--- src/sv/mqmf_ram.sv ---
// Generic single-write, single-read RAM with registered read data.
module mqmf_ram #(
  parameter int WIDTH = 8,
  parameter int DEPTH = 256
) (
  input  logic                     clk,
  input  logic                     we,
  input  logic [$clog2(DEPTH)-1:0] waddr,
  input  logic [WIDTH-1:0]         wdata,
  input  logic                     re,
  input  logic [$clog2(DEPTH)-1:0] raddr,
  output logic [WIDTH-1:0]         rdata
);

  logic [WIDTH-1:0] mem [DEPTH];

  always_ff @(posedge clk) begin
    if (we) begin
      mem[waddr] <= wdata;
    end
    if (re) begin
      rdata <= mem[raddr];
    end
  end

endmodule

--- config.mk ---
export PLATFORM = sky130hd
export DESIGN_NAME = mqmf_ram
export DESIGN_NICKNAME = d
export VERILOG_FILES = /design/src/sv/mqmf_ram.sv
export SDC_FILE = /design/constraint.sdc
export NUM_CORES = 2
export LEC_CHECK = 0
export BUFFER_PORTS_ARGS = -buffer_cell sky130_fd_sc_hd__buf_2
export CORE_MARGIN = 4
export CORE_UTILIZATION = 45
export DETAILED_ROUTE_END_ITERATION = 8
export GPL_TIMING_DRIVEN = 0
export SETUP_SLACK_MARGIN = 0.1
export SKIP_CTS_REPAIR_TIMING = 1
export SLEW_MARGIN = 5
export SYNTH_ARGS = -nofsm -noshare
export SYNTH_HDL_FRONTEND = slang
export SYNTH_SLANG_ARGS = --single-unit
export TNS_END_PERCENT = 20
--- constraint.sdc ---
create_clock -name clk -period 4.1 [get_ports clk]
set_clock_uncertainty 0.05 [all_clocks]
set_input_delay 0.205 -clock clk [delete_from_list [all_inputs] [get_ports clk]]
set_output_delay 0.205 -clock clk [all_outputs]
set_load 0.02 [all_outputs]
==> metrics.md <==
| Metric | Value |
|---|---|
| DIE AREA | 184000 um2 |
| Pin count of the biggest net entering global routing | 145 |
| Avg Vias per Cell | 6.42 |
| Final Cycle Share | 106% |
| Initial DRC count | 6846 |
| Sw Share | 22.2% |
| GPL Wtd Cong | 0.928 |
| Hpwl dp | 163 mm |
| Cell mode on critical path | buf_2 |
| Worst Hold Class | input port to flip-flop |
| Global Route Usage Sum | 26.2% |
| IO Pins | 35 |
| Status | finished with violations |
| Crit-path cells | buf_2 > buf_4 > buf_2 > buf_1 > mux4_2 > a22oi_1 > a21oi_1 > nor4_1 > nor4_2 |
| Final Hold Violating Endpoints | 0 |
| Largest stage delay, worst path | 1.11 ns |
| Inserted Clock Buffers | 199 |
| CP Capture Type | flip-flop |
| Maxcap violations | 3 |
| Remaining DRCs | 0 |
| Min cycle time layout | approximately 4.4 ns |
| Worst path slowest cell | buf_1 |
| Worst slack, placed | -1.28 ns |
| Comb pwr share | ~5.9% |
| Cells after Synth | between 3000 and 4000 |
| Beginning of the worst hold path | wdata[2] |
| Root Driver | clkbuf_16 |
| Worst VDD drop | 0.389 mV |
| Maximum clock rate | approximately 230 MHz |
| Crit path kind | input port to flip-flop |
| Synth-to-Final Area Change | 12.4% |
| RSZ-0062 raised after global routing | true |
| Grt total ovfl | 0 |
| WL final | 243 mm |
| Clock share of power | approximately two fifths |
| Slew Viols, Final | 1 |
| Initial core utilization | 45.2% |
| Crit start category | input port |
| Avg WL per Cell | 37.4 um |
| Later-pin clock latency in the skew report | approximately 0.84 ns |
| Final non-filler cell area | 89500 um2 |
| Clk sink count | 2056 |
| Drt first pass iters | 6 |
| Site row count | 154 |
| Async S/R FF share, synth | 0% |
| Sequential share of the synthesized area | 77.5% |
| First-pass GRT wire length | 332 mm |
| Post-synth EDFFs | 2056 |
| Compound-Gate Fraction of Synth Area | between 3 and 4% |
| Worst Setup Slack, final | -0.255 ns |
| Post-DP Area | 83300 um2 |
| Post-Syn Nets | 3760 |
| TNS Setup | -0.563 ns |
| Main combinational cell family by area after synthesis | multiplexers |
| Initial antenna violation count | 18 |
| Failing checks | capacitance limit, slew limit, setup timing |
| Arrival @ worst endpoint | 4.77 ns |
| RR Startpoint | mem[83][3] |
| WHS | 0.139 ns |
| Layout cells sized above 1 | 21.9% |
| Mux contribution to synthesized area | 14.6% |
| #FFs+latches synth | ~2000 |
| Via Count | 41700 |
| Syn Area/Cell | 21.3 um2 |
| Clock tree buffer depth | 3 |
| CTS tree | yes |
| Unique masters post-synth | 54 |
| H-tree levels | 4 |
| P_int | 33.5 mW |
| Worst-Margin Slew | 1.50 ns |
| Slew margin rel. | -2.32% |
| Total core area | 176000 um2 |
| Adder-Cell Fraction of Synth Area | 0% |
| Worst-path clk slew | 0.06 ns |
| Remaining antenna violation count after routing | 0 |
| Vias in the first global route | 40100 |
| Ys Warns | 0 |
| Nets | 4019 |
| Port buffer count | 27 |
| Post-synthesis simple-gate area fraction | 2.63% |
| XOR/XNOR share of the synthesized area | 0% |
| Req. time, crit path | 4.51 ns |
| Netlist Area Pre-Place | 79600 um2 |
| Net Switching | 9.57 mW |
| Worst Setup SP | raddr[1] |
| Final setup vio count | 4 |
| Die height | 429 um |
| Sequential share of power | 53.9% |
| Design Power | between 40 and 50 mW |
| Leak Pwr | around 27 nW |
| Die W | between 400 and 500 um |
| Crit path max fanout | 10 |
| Pwr dens | about 480 nW/um2 |
| Ys flop type | edfxtp_1 |
## synthesized netlist by cell type (all sizes together) (27+ instances only)
library cell  number  share of area [%]
nor2             282                1.3
nand2             33               0.16
mux2i            134                1.7
a22oi            133                1.3
o22ai             28               0.22
buf              122                1.3
nor4              27               0.24
edfxtp          2056                 78
o221ai            47               0.52
nand3             34               0.21
clkbuf           111               0.52
nor2b             31               0.24
mux4             456                 13
a21oi             96               0.60
## cell usage in the layout (no fill, tap or decap), types with 7 or more instances in the layout
cell type	netlist	final
a211oi_1	16	16
a21oi_1	96	95
a221oi_1	13	13
a22o_1	8	8
a22oi_1	133	133
buf_1	22	20
buf_12	8	12
buf_16	0	15
buf_2	31	52
buf_4	27	30
buf_6	21	21
buf_8	13	21
bufinv_16	0	7
clkbuf_1	111	135
clkbuf_16	0	204
clkbuf_2	0	27
clkinv_1	1	51
clkinv_2	0	28
diode_2	0	10
dlygate4sd3_1	0	9
edfxtp_1	2056	2056
mux2i_1	134	134
mux4_2	454	454
nand2_1	33	33
nand2b_1	8	8
nand3_1	34	34
nand4_1	10	10
nor2_1	282	279
nor2b_1	31	31
nor3_1	22	22
nor4_1	24	14
nor4_2	3	13
o211ai_1	10	10
o21ai_0	10	10
o221ai_1	46	46
o22ai_1	28	28
## routing by layer
layer	up-vias	routed length, um	global-route usage, %
met5	-	70	0
met4	6	11600	11.1
met3	450	26700	5.86
met2	2685	109000	38.6
met1	22300	95400	37.9
li1	16300	-	-
## critical path, delay by kind of cell
kind            cells  cell delay [ns]
buf+inv             4             1.99
mux                 1             0.44
compound gates      2             0.78
simple gates        2             1.28
## through the flow
stage	instances	utilization, %
floorplan	3733	-
global placement	6100	47.0
detailed placement	6121	47.3
CTS	6475	50.7
global route	6488	50.8
finish	6495	50.8
## flip-flops by register name, summed over array words and instances, names as in the netlist
register,count
rdata,8
mem,2048
## power by group through the flow
| stage | clock (mW) | combinational, mW | sequential [mW] |
|---|---|---|---|
| finish | 17.3 | 2.52 | 23.2 |
| detailed placement | 0 | 2.47 | 23.6 |
| floorplan | 0 | 1.13 | 23.7 |
| global route | 18.3 | 2.57 | 23.2 |
| global placement | 0 | 2.38 | 23.7 |
| CTS | 17.4 | 2.47 | 23.2 |
## logic make-up (layout without fill, tap and decap cells)
kind of cell | count (synthesis) | count (layout)
buffers and inverters | 235 | 647
AND/OR/NAND/NOR | 466 | 466
flip-flops | 2056 | 2056
multiplexers | 591 | 591
AO/OA/AOI/OAI | 385 | 385
other | 0 | 10
## path summary, 6_finish.rpt
check	to	slack [ns]	cells after the start
setup / recovery	rdata[7]	-0.25	9
hold / removal	mem[231][2]	0.14	2
setup reg to reg	rdata[3]	0.40	6
hold reg to reg	rdata[5]	1.53	6
## layout make-up
cell class / count / area (um2)
Tap cell: 2340 / 2930
Clock inverter: 96 / 682
Multi-Input combinational cell: 1442 / 16500
Buffer: 233 / 1500
Fill cell: 14000 / 86600
Sequential cell: 2056 / 61700
Inverter: 2 / 7.51
Clock buffer: 258 / 5310
Antenna cell: 10 / 25.0
Timing Repair Buffer: 58 / 821
Power figures use the tool's default switching activity.
