**src/sv/mqmf_pkg.sv**
```systemverilog
// Shared types, sizes and codes for the multi-queue message FIFO.
package mqmf_pkg;

  localparam int NUM_QUEUES = 4;
  localparam int SLOTS      = 16;
  localparam int MAX_BYTES  = 128;

  localparam int QW  = $clog2(NUM_QUEUES);     // queue index bits
  localparam int SW  = $clog2(SLOTS);          // slot index bits
  localparam int BW  = $clog2(MAX_BYTES);      // byte index bits within a slot
  localparam int OW  = $clog2(MAX_BYTES + 1);  // byte count bits (0..MAX_BYTES)
  localparam int LAW = QW + SW;                // length store address bits
  localparam int BAW = QW + SW + BW;           // byte store address bits

  localparam int LEN_DEPTH  = 2 ** LAW;
  localparam int BYTE_DEPTH = 2 ** BAW;

  typedef enum logic [1:0] {
    OP_WRITE = 2'd0,
    OP_READ  = 2'd1,
    OP_QUERY = 2'd2
  } op_t;

  typedef enum logic [1:0] {
    ST_OK    = 2'd0,
    ST_FULL  = 2'd1,
    ST_EMPTY = 2'd2,
    ST_TRUNC = 2'd3
  } status_t;

  typedef struct packed {
    op_t        op;
    logic [1:0] queue;
    logic [7:0] data;
    logic       last;
  } cmd_t;

  typedef struct packed {
    status_t    status;
    logic [7:0] data_out;
    logic [7:0] msg_len;
    logic       end_of_msg;
    logic       can_read;
  } res_t;

  // Result of the control stage, less the byte that the store returns from its registered read.
  typedef struct packed {
    status_t    status;
    logic       rd_byte;
    logic [7:0] msg_len;
    logic       end_of_msg;
    logic       can_read;
  } meta_t;

  typedef struct packed {
    logic           we;
    logic [BAW-1:0] waddr;
    logic [7:0]     wdata;
    logic           re;
    logic [BAW-1:0] raddr;
  } byte_req_t;

  typedef struct packed {
    logic           we;
    logic [LAW-1:0] waddr;
    logic [OW-1:0]  wdata;
    logic           re;
    logic [LAW-1:0] raddr;
  } len_req_t;

endpackage

```
**src/sv/mqmf_ctrl.sv**
```systemverilog
// Per-queue ring indices and offsets, op decode and store addressing.
module mqmf_ctrl (
  input  logic                        clk,
  input  logic                        rst,
  input  logic                        accept,
  input  mqmf_pkg::cmd_t              cmd,
  input  logic [mqmf_pkg::OW-1:0]     len_rdata,
  output mqmf_pkg::byte_req_t         byte_req,
  output mqmf_pkg::len_req_t          len_req,
  output mqmf_pkg::meta_t             meta
);

  logic [mqmf_pkg::SW-1:0] write_slot   [mqmf_pkg::NUM_QUEUES];
  logic [mqmf_pkg::SW-1:0] read_slot    [mqmf_pkg::NUM_QUEUES];
  logic [mqmf_pkg::OW-1:0] write_offset [mqmf_pkg::NUM_QUEUES];
  logic [mqmf_pkg::OW-1:0] read_offset  [mqmf_pkg::NUM_QUEUES];
  logic                    dropping     [mqmf_pkg::NUM_QUEUES];
  logic                    overflowed   [mqmf_pkg::NUM_QUEUES];
  // Length of each queue's head message, refilled from the length store.
  logic [mqmf_pkg::OW-1:0] head_len     [mqmf_pkg::NUM_QUEUES];

  logic                    refill_pend;
  logic [mqmf_pkg::QW-1:0] refill_q;

  logic                    q_ok;
  logic [mqmf_pkg::QW-1:0] qi;
  logic [mqmf_pkg::SW-1:0] ws, rs, t, h, h_after;
  logic [mqmf_pkg::OW-1:0] wo, ro, off, len_cur;
  logic [mqmf_pkg::SW-1:0] write_slot_next, read_slot_next;
  logic [mqmf_pkg::OW-1:0] write_offset_next, read_offset_next;
  logic                    dropping_next, overflowed_next;
  logic                    set_head, do_refill;

  always_comb begin
    q_ok    = 32'(cmd.queue) < mqmf_pkg::NUM_QUEUES;
    qi      = cmd.queue[mqmf_pkg::QW-1:0];
    ws      = write_slot[qi];
    rs      = read_slot[qi];
    wo      = write_offset[qi];
    ro      = read_offset[qi];
    t       = (ws == mqmf_pkg::SW'(mqmf_pkg::SLOTS - 1)) ? '0 : ws + 1'b1;
    h       = (rs == mqmf_pkg::SW'(mqmf_pkg::SLOTS - 1)) ? '0 : rs + 1'b1;
    h_after = (h  == mqmf_pkg::SW'(mqmf_pkg::SLOTS - 1)) ? '0 : h + 1'b1;
    len_cur = (refill_pend && refill_q == qi) ? len_rdata : head_len[qi];
    off     = (ro >= mqmf_pkg::OW'(mqmf_pkg::MAX_BYTES)) ?
              mqmf_pkg::OW'(mqmf_pkg::MAX_BYTES - 1) : ro;

    write_slot_next   = ws;
    read_slot_next    = rs;
    write_offset_next = wo;
    read_offset_next  = ro;
    dropping_next     = dropping[qi];
    overflowed_next   = overflowed[qi];
    set_head          = 1'b0;
    do_refill         = 1'b0;

    byte_req       = '0;
    byte_req.wdata = cmd.data;
    byte_req.waddr = {qi, t, wo[mqmf_pkg::BW-1:0]};
    byte_req.raddr = {qi, h, off[mqmf_pkg::BW-1:0]};
    len_req        = '0;
    len_req.waddr  = {qi, t};
    len_req.raddr  = {qi, h_after};

    meta        = '0;
    meta.status = mqmf_pkg::ST_OK;

    unique case (cmd.op)
      mqmf_pkg::OP_WRITE: begin
        // A message whose first byte finds the ring full is dropped whole.
        if (dropping[qi] || (wo == '0 && t == rs)) begin
          meta.status   = mqmf_pkg::ST_FULL;
          dropping_next = !cmd.last;
        end else begin
          if (wo < mqmf_pkg::OW'(mqmf_pkg::MAX_BYTES)) begin
            byte_req.we       = 1'b1;
            write_offset_next = wo + 1'b1;
          end else begin
            overflowed_next = 1'b1;
          end
          meta.status = overflowed_next ? mqmf_pkg::ST_TRUNC : mqmf_pkg::ST_OK;
          if (cmd.last) begin
            len_req.we        = 1'b1;
            len_req.wdata     = write_offset_next;
            set_head          = (ws == rs);
            write_slot_next   = t;
            write_offset_next = '0;
            overflowed_next   = 1'b0;
          end
        end
      end
      mqmf_pkg::OP_READ: begin
        if (ws == rs) begin
          meta.status = mqmf_pkg::ST_EMPTY;
        end else begin
          byte_req.re      = 1'b1;
          meta.rd_byte     = 1'b1;
          meta.msg_len     = 8'(len_cur);
          read_offset_next = off + 1'b1;
          if (read_offset_next >= len_cur) begin
            // Free the slot and fetch the next head length.
            meta.end_of_msg  = 1'b1;
            read_slot_next   = h;
            read_offset_next = '0;
            do_refill        = 1'b1;
            len_req.re       = 1'b1;
          end
        end
      end
      default: begin
      end
    endcase

    meta.can_read = write_slot_next != read_slot_next;

    if (!q_ok) begin
      byte_req = '0;
      len_req  = '0;
      meta     = '0;
      meta.status = (cmd.op == mqmf_pkg::OP_WRITE) ? mqmf_pkg::ST_FULL :
                    (cmd.op == mqmf_pkg::OP_READ)  ? mqmf_pkg::ST_EMPTY : mqmf_pkg::ST_OK;
      set_head  = 1'b0;
      do_refill = 1'b0;
    end

    if (!accept) begin
      byte_req.we = 1'b0;
      byte_req.re = 1'b0;
      len_req.we  = 1'b0;
      len_req.re  = 1'b0;
    end
  end

  always_ff @(posedge clk) begin
    if (rst) begin
      for (int i = 0; i < mqmf_pkg::NUM_QUEUES; i++) begin
        write_slot[i]   <= '0;
        read_slot[i]    <= '0;
        write_offset[i] <= '0;
        read_offset[i]  <= '0;
        dropping[i]     <= 1'b0;
        overflowed[i]   <= 1'b0;
      end
      refill_pend <= 1'b0;
    end else begin
      refill_pend <= accept && do_refill;
      if (accept && q_ok) begin
        write_slot[qi]   <= write_slot_next;
        read_slot[qi]    <= read_slot_next;
        write_offset[qi] <= write_offset_next;
        read_offset[qi]  <= read_offset_next;
        dropping[qi]     <= dropping_next;
        overflowed[qi]   <= overflowed_next;
      end
    end
  end

  // Head lengths: land the refill, and let a commit into an empty ring win.
  always_ff @(posedge clk) begin
    refill_q <= qi;
    if (refill_pend) begin
      head_len[refill_q] <= len_rdata;
    end
    if (accept && set_head) begin
      head_len[qi] <= len_req.wdata;
    end
  end

endmodule

```
**config.mk**
```make
export PLATFORM = sky130hd
export DESIGN_NAME = mqmf_ctrl
export DESIGN_NICKNAME = d
export VERILOG_FILES = /design/src/sv/mqmf_pkg.sv /design/src/sv/mqmf_ctrl.sv
export SDC_FILE = /design/constraint.sdc
export NUM_CORES = 1
export LEC_CHECK = 0
export BUFFER_PORTS_ARGS = -buffer_cell sky130_fd_sc_hd__clkbuf_2
export CAP_MARGIN = 20
export CORE_MARGIN = 3
export CORE_UTILIZATION = 50
export CTS_BUF_LIST = sky130_fd_sc_hd__clkbuf_4
export DETAILED_ROUTE_END_ITERATION = 12
export GPL_ROUTABILITY_DRIVEN = 0
export PLACE_DENSITY = 0.78
export SYNTH_ARGS = -nofsm -noshare
export SYNTH_HDL_FRONTEND = slang
export SYNTH_SLANG_ARGS = --single-unit
```
**constraint.sdc**
```tcl
create_clock -name clk -period 5.8 [get_ports clk]
set_input_delay 0.58 -clock clk [delete_from_list [all_inputs] [get_ports clk]]
set_output_delay 0.58 -clock clk [all_outputs]
set_load 0.01 [all_outputs]
```
==> impl_results.rst, run 1 <==
.. list-table::
   :header-rows: 1

   * - Metric
     - Value
   * - Status
     - finished, final reports clean
   * - Pre-CTS WS
     - 0.5838 ns
   * - Post-DP HPWL
     - 12610 µm
   * - Number of register bits inferred by synthesis
     - 139
   * - Total inserted antenna cells
     - 0
   * - Slew of the pin with the lowest slew margin
     - 0.8588 ns
   * - Count of standard-cell rows
     - 44
   * - Type of the worst setup path
     - input port to primary output
   * - Cells taking the most area after synthesis
     - sky130_fd_sc_hd__edfxtp_1, sky130_fd_sc_hd__mux4_2, sky130_fd_sc_hd__nor2_1
   * - Routed via count
     - 5235
   * - Power density cells
     - 255.1 nW/µm²
   * - Static power due to leakage
     - 3.301 nW
   * - Number of endpoints failing setup at the final stage
     - 0
   * - Cell-by-cell listing of the critical path
     - clkbuf_2 > buf_4 > mux4_2 > ha_1 > nand2b_1 > o22ai_1 > a21oi_1 > xnor2_1 > a41oi_2 > nand3_2 > mux2i_1 > xnor2_1 > nand4_1 > clkbuf_2
   * - CTS resizes
     - 0
   * - Synthesized netlist net count
     - 656
   * - Maximum clock path buffer count
     - 2
   * - Via count normalized by instance count
     - 5.976
   * - Path length in cells of the critical path
     - 14
   * - Die width
     - 130.4 µm
   * - Cells after Synth
     - 618
   * - Final #Nets
     - 718
   * - CP delay by family, top
     - multiplexers
   * - Crit path buffers/inverters
     - 3
   * - Endpoint type of the worst setup path
     - primary output
   * - Worst setup path startpoint
     - cmd[10]
   * - Clock buffers created by TritonCTS
     - 17
   * - Antenna-violating nets left
     - 0
   * - Global-route wire length before repair
     - 28410 µm
   * - Maximum clock skew at final layout
     - 0.02204 ns
   * - Layout fillers
     - 1216
   * - Slew Limit Headroom
     - 42.75%
   * - Number of enable flip-flop cells after synthesis
     - 136
   * - Final Max Tran Viols
     - 0
   * - CTS hold repair buffers
     - 0
   * - Reg2reg path depth
     - 12
   * - Largest stage delay on the critical path
     - 0.58 ns
   * - Share of the clock period used by the worst path
     - 91.46%
   * - Hold Path Class
     - input port to flip-flop
   * - Total negative slack
     - 0 ns
   * - Final number of hold-violating endpoints
     - 0
   * - Clock period minus final worst setup slack
     - 5.304 ns
   * - Clock Sink Count
     - 139
   * - Remaining design rule violation count
     - 0
   * - Die Span Y
     - 130.4 µm
   * - Detailed Route WL
     - 18300 µm
   * - Largest net degree at the start of global routing
     - 40
   * - Area share of the largest cell type after synthesis
     - 52.78%
   * - Worst hold slack after final layout
     - 0.3956 ns
   * - Average routed wire per standard cell
     - 20.89 µm
   * - Clock Root Buffer
     - sky130_fd_sc_hd__clkbuf_4
   * - H-tree depth
     - 4
   * - Setup repair bufs after CTS
     - 0
   * - Antenna violations before repair
     - 0
   * - Maximum Capacitance Violations
     - 0
   * - Synth async-reset ratio
     - 0%
   * - Arrival time at the worst endpoint
     - 4.72 ns
   * - Fraction of final layout cells sized beyond drive strength 1
     - 29.34%
   * - Layout overhead on the synthesized area
     - 8.587%
   * - Largest fanout of any net on the critical path
     - 21
   * - First-iteration detailed-routing DRC count
     - 535
   * - TritonCTS clock tree
     - done
   * - Crit path to
     - meta[0]
   * - Starting Density
     - 52.25%
   * - Reg2Reg Launch Point
     - write_slot[3][0]
   * - Overflow left after global routing
     - 0
   * - Synthesis Warnings
     - 0
   * - Setup slack on the worst flop-to-flop path
     - 1.40 ns
   * - Core outline area
     - 14810 µm²
   * - Maximum clock frequency
     - 0.1885 GHz
   * - Total die area
     - 17000 µm²
   * - Clock latency on the worst-skew pair
     - 0.55 ns
   * - Number of ports placed on the die boundary
     - 95
   * - Initial DRT Pass Iterations
     - 5
   * - Critical path's slowest cell
     - sky130_fd_sc_hd__mux2i_1
   * - Clock transition at the register clock pins on the worst setup and hold paths after CTS
     - 0.12 ns
   * - Number of input and output port buffers inserted
     - 78
   * - Crit start category
     - input port
   * - Tot GR Track Use
     - 22.19%
   * - Sequential-to-total area share from yosys stat
     - 53.56%
   * - Area taken by multi-input logic gates
     - 3216 µm²
   * - Count of different cell masters after synthesis
     - 58
   * - Combined flip-flop and latch cell area
     - 4144 µm²
   * - RR Endpoint
     - head_len[2][5]
   * - Top FF cell, synth
     - sky130_fd_sc_hd__edfxtp_1
   * - Worst supply voltage drop on vdd
     - 0.0001296 V
   * - Via count of the first global-routing pass
     - 5301
   * - Synth area leader
     - sky130_fd_sc_hd__edfxtp_1
   * - Total standard cell area after synthesis
     - 7737 µm²
   * - Setup repair after global routing missed its margin
     - false
   * - Data required time at the worst endpoint
     - 5.22 ns
   * - Post-route worst setup slack
     - 0.4956 ns
   * - Average footprint of a synthesized cell
     - 12.52 µm²
-- cell families (layout without fill, tap and decap cells) --
| family | after synthesis | count (layout) | share of synthesized area [%] |
|---|---|---|---|
| simple gates | 229 | 229 | 13.68 |
| flops | 139 | 139 | 53.56 |
| mux | 87 | 87 | 17.42 |
| buf+inv | 72 | 146 | 4.916 |
| compound gates | 49 | 49 | 4.480 |
| xor+xnor | 28 | 28 | 3.687 |
| fa+ha+maj | 14 | 14 | 2.264 |
-- cells in the final DEF (no fill, tap or decap), drive strengths merged, types with 5 or more instances in the layout --
master and instances:
edfxtp 136, nor2 121, clkbuf 96, nand2 39, mux2 35, mux4 34, inv 24, mux2i 18
nand2b 15, xnor2 15, ha 14, a21oi 13, buf 13, xor2 12, o21ai 11, clkinv 11
and2 10, nor2b 9, or2 8, nand4 6, nor4 5, nand3 5
-- Yosys cell counts (2+ instances only) --
cell type,n
sky130_fd_sc_hd__nand2b_1,15
sky130_fd_sc_hd__mux2_2,30
sky130_fd_sc_hd__nand4_1,5
sky130_fd_sc_hd__mux4_2,33
sky130_fd_sc_hd__a21boi_0,2
sky130_fd_sc_hd__nand2_2,4
sky130_fd_sc_hd__nor2b_1,9
sky130_fd_sc_hd__a21oi_1,12
sky130_fd_sc_hd__nor2_1,121
sky130_fd_sc_hd__o31ai_1,2
sky130_fd_sc_hd__mux2_1,5
sky130_fd_sc_hd__clkbuf_1,14
sky130_fd_sc_hd__or2_2,8
sky130_fd_sc_hd__a31oi_1,3
sky130_fd_sc_hd__nor3_1,4
sky130_fd_sc_hd__ha_1,14
sky130_fd_sc_hd__buf_1,3
sky130_fd_sc_hd__dfxtp_1,3
sky130_fd_sc_hd__nand3_1,4
sky130_fd_sc_hd__buf_2,4
sky130_fd_sc_hd__xnor2_1,13
sky130_fd_sc_hd__o21ai_0,11
sky130_fd_sc_hd__mux2i_1,17
sky130_fd_sc_hd__buf_4,24
sky130_fd_sc_hd__and2_1,10
sky130_fd_sc_hd__buf_6,2
sky130_fd_sc_hd__a22oi_1,4
sky130_fd_sc_hd__nor4_1,5
sky130_fd_sc_hd__xor2_1,12
sky130_fd_sc_hd__inv_1,24
sky130_fd_sc_hd__a221oi_1,3
sky130_fd_sc_hd__nand2_1,35
sky130_fd_sc_hd__o21a_1,3
sky130_fd_sc_hd__edfxtp_1,136
-- stage by stage --
stage,power [W],area (µm²),cells,util [%]
2_1_floorplan,0.001498,7737,618,-
3_3_place_gp,0.001604,8177,845,55.21
3_5_place_dp,0.001618,8177,845,55.21
4_1_cts,0.002151,8402,876,56.73
5_1_grt,0.002235,8402,876,56.73
6_report,0.002143,8402,876,56.73
-- metal layers --
metal | part of all wire, % | up-vias | global-route usage, %
met5 | 0 | - | 0
met4 | 1.9 | 0 | 7.139
met3 | 7.9 | 38 | 6.016
met2 | 50 | 247 | 36.99
met1 | 41 | 2586 | 28.54
li1 | - | 2364 | -
-- final cells by class --
cell class                      count  share of cell area (%)
Inverter                           25                   1.117
Multi-Input combinational cell    407                   38.27
Clock inverter                     12                  0.9829
Sequential cell                   139                   49.32
Clock buffer                       19                   1.698
Tap cell                          184                   2.740
Timing Repair Buffer               90                   5.867
-- report_power, final --
part,total [W],switching [W],internal (W)
logic,0.000438,0.000270,0.000167
clock network,0.000544,0.000335,0.000209
registers,0.00116,0.0000123,0.00115
total,0.00214,0.000618,0.00153
-- flip-flops by register name (all words and copies together), names as in the netlist --
register / cells
head_len: 32
read_offset: 32
read_slot: 16
dropping: 4
overflowed: 4
refill_pend: 1
write_slot: 16
write_offset: 32
refill_q: 2
-- worst min path at each step --
stage	endpoint	cells after the start	startpoint
6_report	head_len[3][7]	2	len_rdata[7]
5_1_grt	head_len[0][7]	2	len_rdata[7]
4_1_cts	head_len[3][7]	2	len_rdata[7]
3_5_place_dp	head_len[0][1]	3	refill_pend
3_3_place_gp	head_len[0][1]	2	refill_q[1]
2_1_floorplan	refill_q[0]	0	cmd[9]
(Power assumes the default switching activity.)
==> run 2, diff against run 1 <==
--- a/config.mk
+++ b/config.mk
@@ -5,6 +5,7 @@
 export SDC_FILE = /design/constraint.sdc
 export NUM_CORES = 1
 export LEC_CHECK = 0
+export ABC_AREA = 1
 export BUFFER_PORTS_ARGS = -buffer_cell sky130_fd_sc_hd__clkbuf_2
 export CAP_MARGIN = 20
 export CORE_MARGIN = 3
==> impl_results.rst, run 2 <==
.. list-table::
   :header-rows: 1

   * - Metric
     - Value
   * - Largest fanout of any net on the critical path
     - 20 (was 21)
   * - Average routed wire per standard cell
     - 17.40 µm (was 20.89 µm)
   * - Number of enable flip-flop cells after synthesis
     - 136 (unchanged)
   * - Die Span Y
     - 132.1 µm (was 130.4 µm)
   * - Largest net degree at the start of global routing
     - 23 (was 40)
   * - Data required time at the worst endpoint
     - 5.22 ns (about the same)
   * - Final Max Tran Viols
     - 0 (unchanged)
   * - Routed via count
     - 6869 (was 5235)
   * - Via count of the first global-routing pass
     - 6481 (was 5301)
   * - Maximum clock skew at final layout
     - 0.02394 ns (was 0.02204 ns)
   * - Slew of the pin with the lowest slew margin
     - 0.8669 ns (was 0.8588 ns)
   * - Die width
     - 132.1 µm (was 130.4 µm)
   * - Final #Nets
     - 1056 (was 718)
   * - Post-DP HPWL
     - 15410 µm (was 12610 µm)
   * - Total negative slack
     - 0 ns (unchanged)
   * - Status
     - finished, final reports clean (unchanged)
   * - Average footprint of a synthesized cell
     - 8.417 µm² (was 12.52 µm²)
   * - Clock share of power
     - 24.7% (was 25.4%)
   * - Top FF cell, synth
     - sky130_fd_sc_hd__edfxtp_1 (unchanged)
   * - Core outline area
     - 15370 µm² (was 14810 µm²)
   * - Antenna-violating nets left
     - 0 (unchanged)
   * - Cells taking the most area after synthesis
     - sky130_fd_sc_hd__edfxtp_1, sky130_fd_sc_hd__nand2_1, sky130_fd_sc_hd__nor2_1 (was sky130_fd_sc_hd__edfxtp_1, sky130_fd_sc_hd__mux4_2, sky130_fd_sc_hd__nor2_1)
   * - Endpoint type of the worst setup path
     - primary output (unchanged)
   * - Worst supply voltage drop on vdd
     - 0.0001475 V (was 0.0001296 V)
   * - Number of register bits inferred by synthesis
     - 139 (unchanged)
   * - Antenna violations before repair
     - 1 (was 0)
   * - Final number of hold-violating endpoints
     - 0 (unchanged)
   * - Count of different cell masters after synthesis
     - 42 (was 58)
   * - Crit start category
     - input port (unchanged)
   * - Fraction of final layout cells sized beyond drive strength 1
     - 16.12% (was 29.34%)
   * - Power share of the combinational group
     - 20.9% (was 20.4%)
   * - Detailed Route WL
     - 21620 µm (was 18300 µm)
   * - Clock Sink Count
     - 139 (unchanged)
   * - Slew Limit Headroom
     - 41.59% (was 42.75%)
   * - Top cells by instance count after synthesis
     - sky130_fd_sc_hd__nand2_1, sky130_fd_sc_hd__nor2_1, sky130_fd_sc_hd__edfxtp_1, sky130_fd_sc_hd__inv_1, sky130_fd_sc_hd__nand3_1 (was sky130_fd_sc_hd__edfxtp_1, sky130_fd_sc_hd__nor2_1, sky130_fd_sc_hd__nand2_1, sky130_fd_sc_hd__mux4_2, sky130_fd_sc_hd__mux2_2)
   * - Largest stage delay on the critical path
     - 0.47 ns (was 0.58 ns)
   * - Relative contribution of sequential cells to total power
     - 54.4% (was 54.2%)
   * - Critical path's slowest cell
     - sky130_fd_sc_hd__nor2_2 (was sky130_fd_sc_hd__mux2i_1)
   * - Switching part of the total
     - 31.98% (was 28.84%)
   * - Total standard cell area after synthesis
     - 7954 µm² (was 7737 µm²)
   * - Most common library cell in the layout ignoring fill and taps
     - sky130_fd_sc_hd__nand2_1 (was sky130_fd_sc_hd__edfxtp_1)
   * - Clock latency on the worst-skew pair
     - 0.56 ns (was 0.55 ns)
   * - Internal power consumption
     - 0.001452 W (was 0.001525 W)
   * - Biggest regs
     - head_len x32, read_offset x32, write_offset x32 (unchanged)
   * - Synth async-reset ratio
     - 0% (unchanged)
   * - Number of input and output port buffers inserted
     - 78 (unchanged)
   * - Global-route wire length before repair
     - 33620 µm (was 28410 µm)
   * - H-tree depth
     - 4 (unchanged)
   * - Setup repair after global routing missed its margin
     - false (unchanged)
   * - Cells after Synth
     - 945 (was 618)
   * - Layout overhead on the synthesized area
     - 9.517% (was 8.587%)
   * - CTS hold repair buffers
     - 0 (unchanged)
   * - Overflow left after global routing
     - 0 (unchanged)
   * - Number of endpoints failing setup at the final stage
     - 0 (unchanged)
   * - Initial DRT Pass Iterations
     - 6 (was 5)
   * - First-iteration detailed-routing DRC count
     - 792 (was 535)
   * - Total die area
     - 17460 µm² (was 17000 µm²)
   * - Remaining design rule violation count
     - 0 (unchanged)
   * - Worst hold slack after final layout
     - 0.3478 ns (was 0.3956 ns)
   * - Maximum clock path buffer count
     - 2 (unchanged)
   * - Area share of the largest cell type after synthesis
     - 51.34% (was 52.78%)
   * - Clock transition at the register clock pins on the worst setup and hold paths after CTS
     - 0.13 ns (was 0.12 ns)
   * - Maximum clock frequency
     - 0.1951 GHz (was 0.1885 GHz)
   * - Tot GR Track Use
     - 24.48% (was 22.19%)
   * - Via count normalized by instance count
     - 5.531 (was 5.976)
   * - Reg2reg path depth
     - 20 (was 12)
   * - CTS resizes
     - 0 (unchanged)
   * - Power density cells
     - 245.1 nW/µm² (was 255.1 nW/µm²)
   * - Worst hold path cell count
     - 3 (was 2)
   * - Synth area leader
     - sky130_fd_sc_hd__edfxtp_1 (unchanged)
   * - Type of the worst setup path
     - input port to primary output (unchanged)
   * - Static power due to leakage
     - 4.107 nW (was 3.301 nW)
   * - Clock buffers created by TritonCTS
     - 17 (unchanged)
   * - Arrival time at the worst endpoint
     - 4.55 ns (was 4.72 ns)
   * - Share of the clock period used by the worst path
     - 88.38% (was 91.46%)
   * - Number of ports placed on the die boundary
     - 95 (unchanged)
   * - Synthesis Warnings
     - 0 (unchanged)
   * - Sequential-to-total area share from yosys stat
     - 52.10% (was 53.56%)
   * - Most Frequent Cell on Critical Path
     - sky130_fd_sc_hd__nand2_1
   * - Synthesized netlist net count
     - 983 (was 656)
   * - Net switching power figure
     - 0.0006827 W (was 0.0006181 W)
   * - Clock Root Buffer
     - sky130_fd_sc_hd__clkbuf_4 (unchanged)
   * - Setup repair bufs after CTS
     - 0 (unchanged)
   * - Clock period minus final worst setup slack
     - 5.126 ns (was 5.304 ns)
   * - Count of standard-cell rows
     - 45 (was 44)
   * - Starting Density
     - 51.75% (was 52.25%)
   * - TritonCTS clock tree
     - done (unchanged)
   * - Commonest cells after routing, fill and taps aside
     - sky130_fd_sc_hd__nand2_1, sky130_fd_sc_hd__nor2_1, sky130_fd_sc_hd__edfxtp_1, sky130_fd_sc_hd__inv_1, sky130_fd_sc_hd__clkbuf_2 (was sky130_fd_sc_hd__edfxtp_1, sky130_fd_sc_hd__nor2_1, sky130_fd_sc_hd__clkbuf_2, sky130_fd_sc_hd__nand2_1, sky130_fd_sc_hd__mux4_2)
   * - Hold Path Class
     - input port to flip-flop (unchanged)
   * - Maximum Capacitance Violations
     - 0 (unchanged)
   * - Most used standard cell by instance count after synthesis
     - sky130_fd_sc_hd__nand2_1 (was sky130_fd_sc_hd__edfxtp_1)
## run 2: kinds of logic after synthesis
family,count (synthesis),synth area share [%]
simple gates,558,29.83
flops,139,52.10
buf+inv,136,7.865
compound gates,85,6.576
fa+ha+maj,14,2.202
xor+xnor,13,1.432
## run 2: area by class of cell
cell class / count / area (µm²)
antenna: 1 / 2.502
clock buffer: 19 / 142.6
clock inverter: 12 / 77.57
fill: 1372 / 6660
inverter: 91 / 344.1
multi-input combinational: 670 / 3191
sequential: 139 / 4144
tap: 211 / 264.0
timing repair buffer: 99 / 545.5
## run 2: layer usage
layer | part of all wire (%) | global-route usage (%) | vias to the layer above
met4 | 3.2 | 11.32 | 0
met1 | 40 | 31.44 | 3202
met5 | 0 | 0 | -
met2 | 48 | 39.65 | 362
met3 | 8.7 | 5.534 | 64
li1 | - | - | 3241
## run 2: worst max-delay path, delay by kind of cell
kind	cells	cell delay (ns)
AOI/OAI and AO/OA	2	0.23
and+or+nand+nor	17	2.40
buffers and inverters	4	0.63
adders and majority gates	2	0.49
xor gates and xnor gates	1	0.20
## run 2: metrics by stage
| stage | power, W | area (µm²) | cells | setup slack [ns] | utilization, % |
|---|---|---|---|---|---|
| 3_5_place_dp | 0.001623 | 8488 | 1210 | 0.6895 | 55.22 |
| 6_report | 0.002135 | 8711 | 1242 | 0.6742 | 56.67 |
| 4_1_cts | 0.002128 | 8708 | 1241 | 0.6941 | 56.65 |
| 5_1_grt | 0.002227 | 8711 | 1242 | 0.2098 | 56.67 |
| 3_3_place_gp | 0.001614 | 8483 | 1209 | 0.8653 | 55.19 |
| 2_1_floorplan | 0.001489 | 7954 | 945 | 1.611 | - |
## run 2: final timing paths
check	start	end	slack, ns
max	cmd[10]	meta[0]	0.67
min	len_rdata[4]	head_len[0][4]	0.35
max reg2reg	read_offset[0][7]	read_offset[2][0]	2.19
min reg2reg	overflowed[1]	overflowed[3]	0.80
## run 2: power by group through the flow
stage	logic, W	clock network, W	registers (W)
detailed placement	0.000439	0	0.00118
floorplan	0.000307	0	0.00118
global route	0.000493	0.000569	0.00117
finish	0.000446	0.000527	0.00116
CTS	0.000441	0.000525	0.00116
global placement	0.000431	0	0.00118
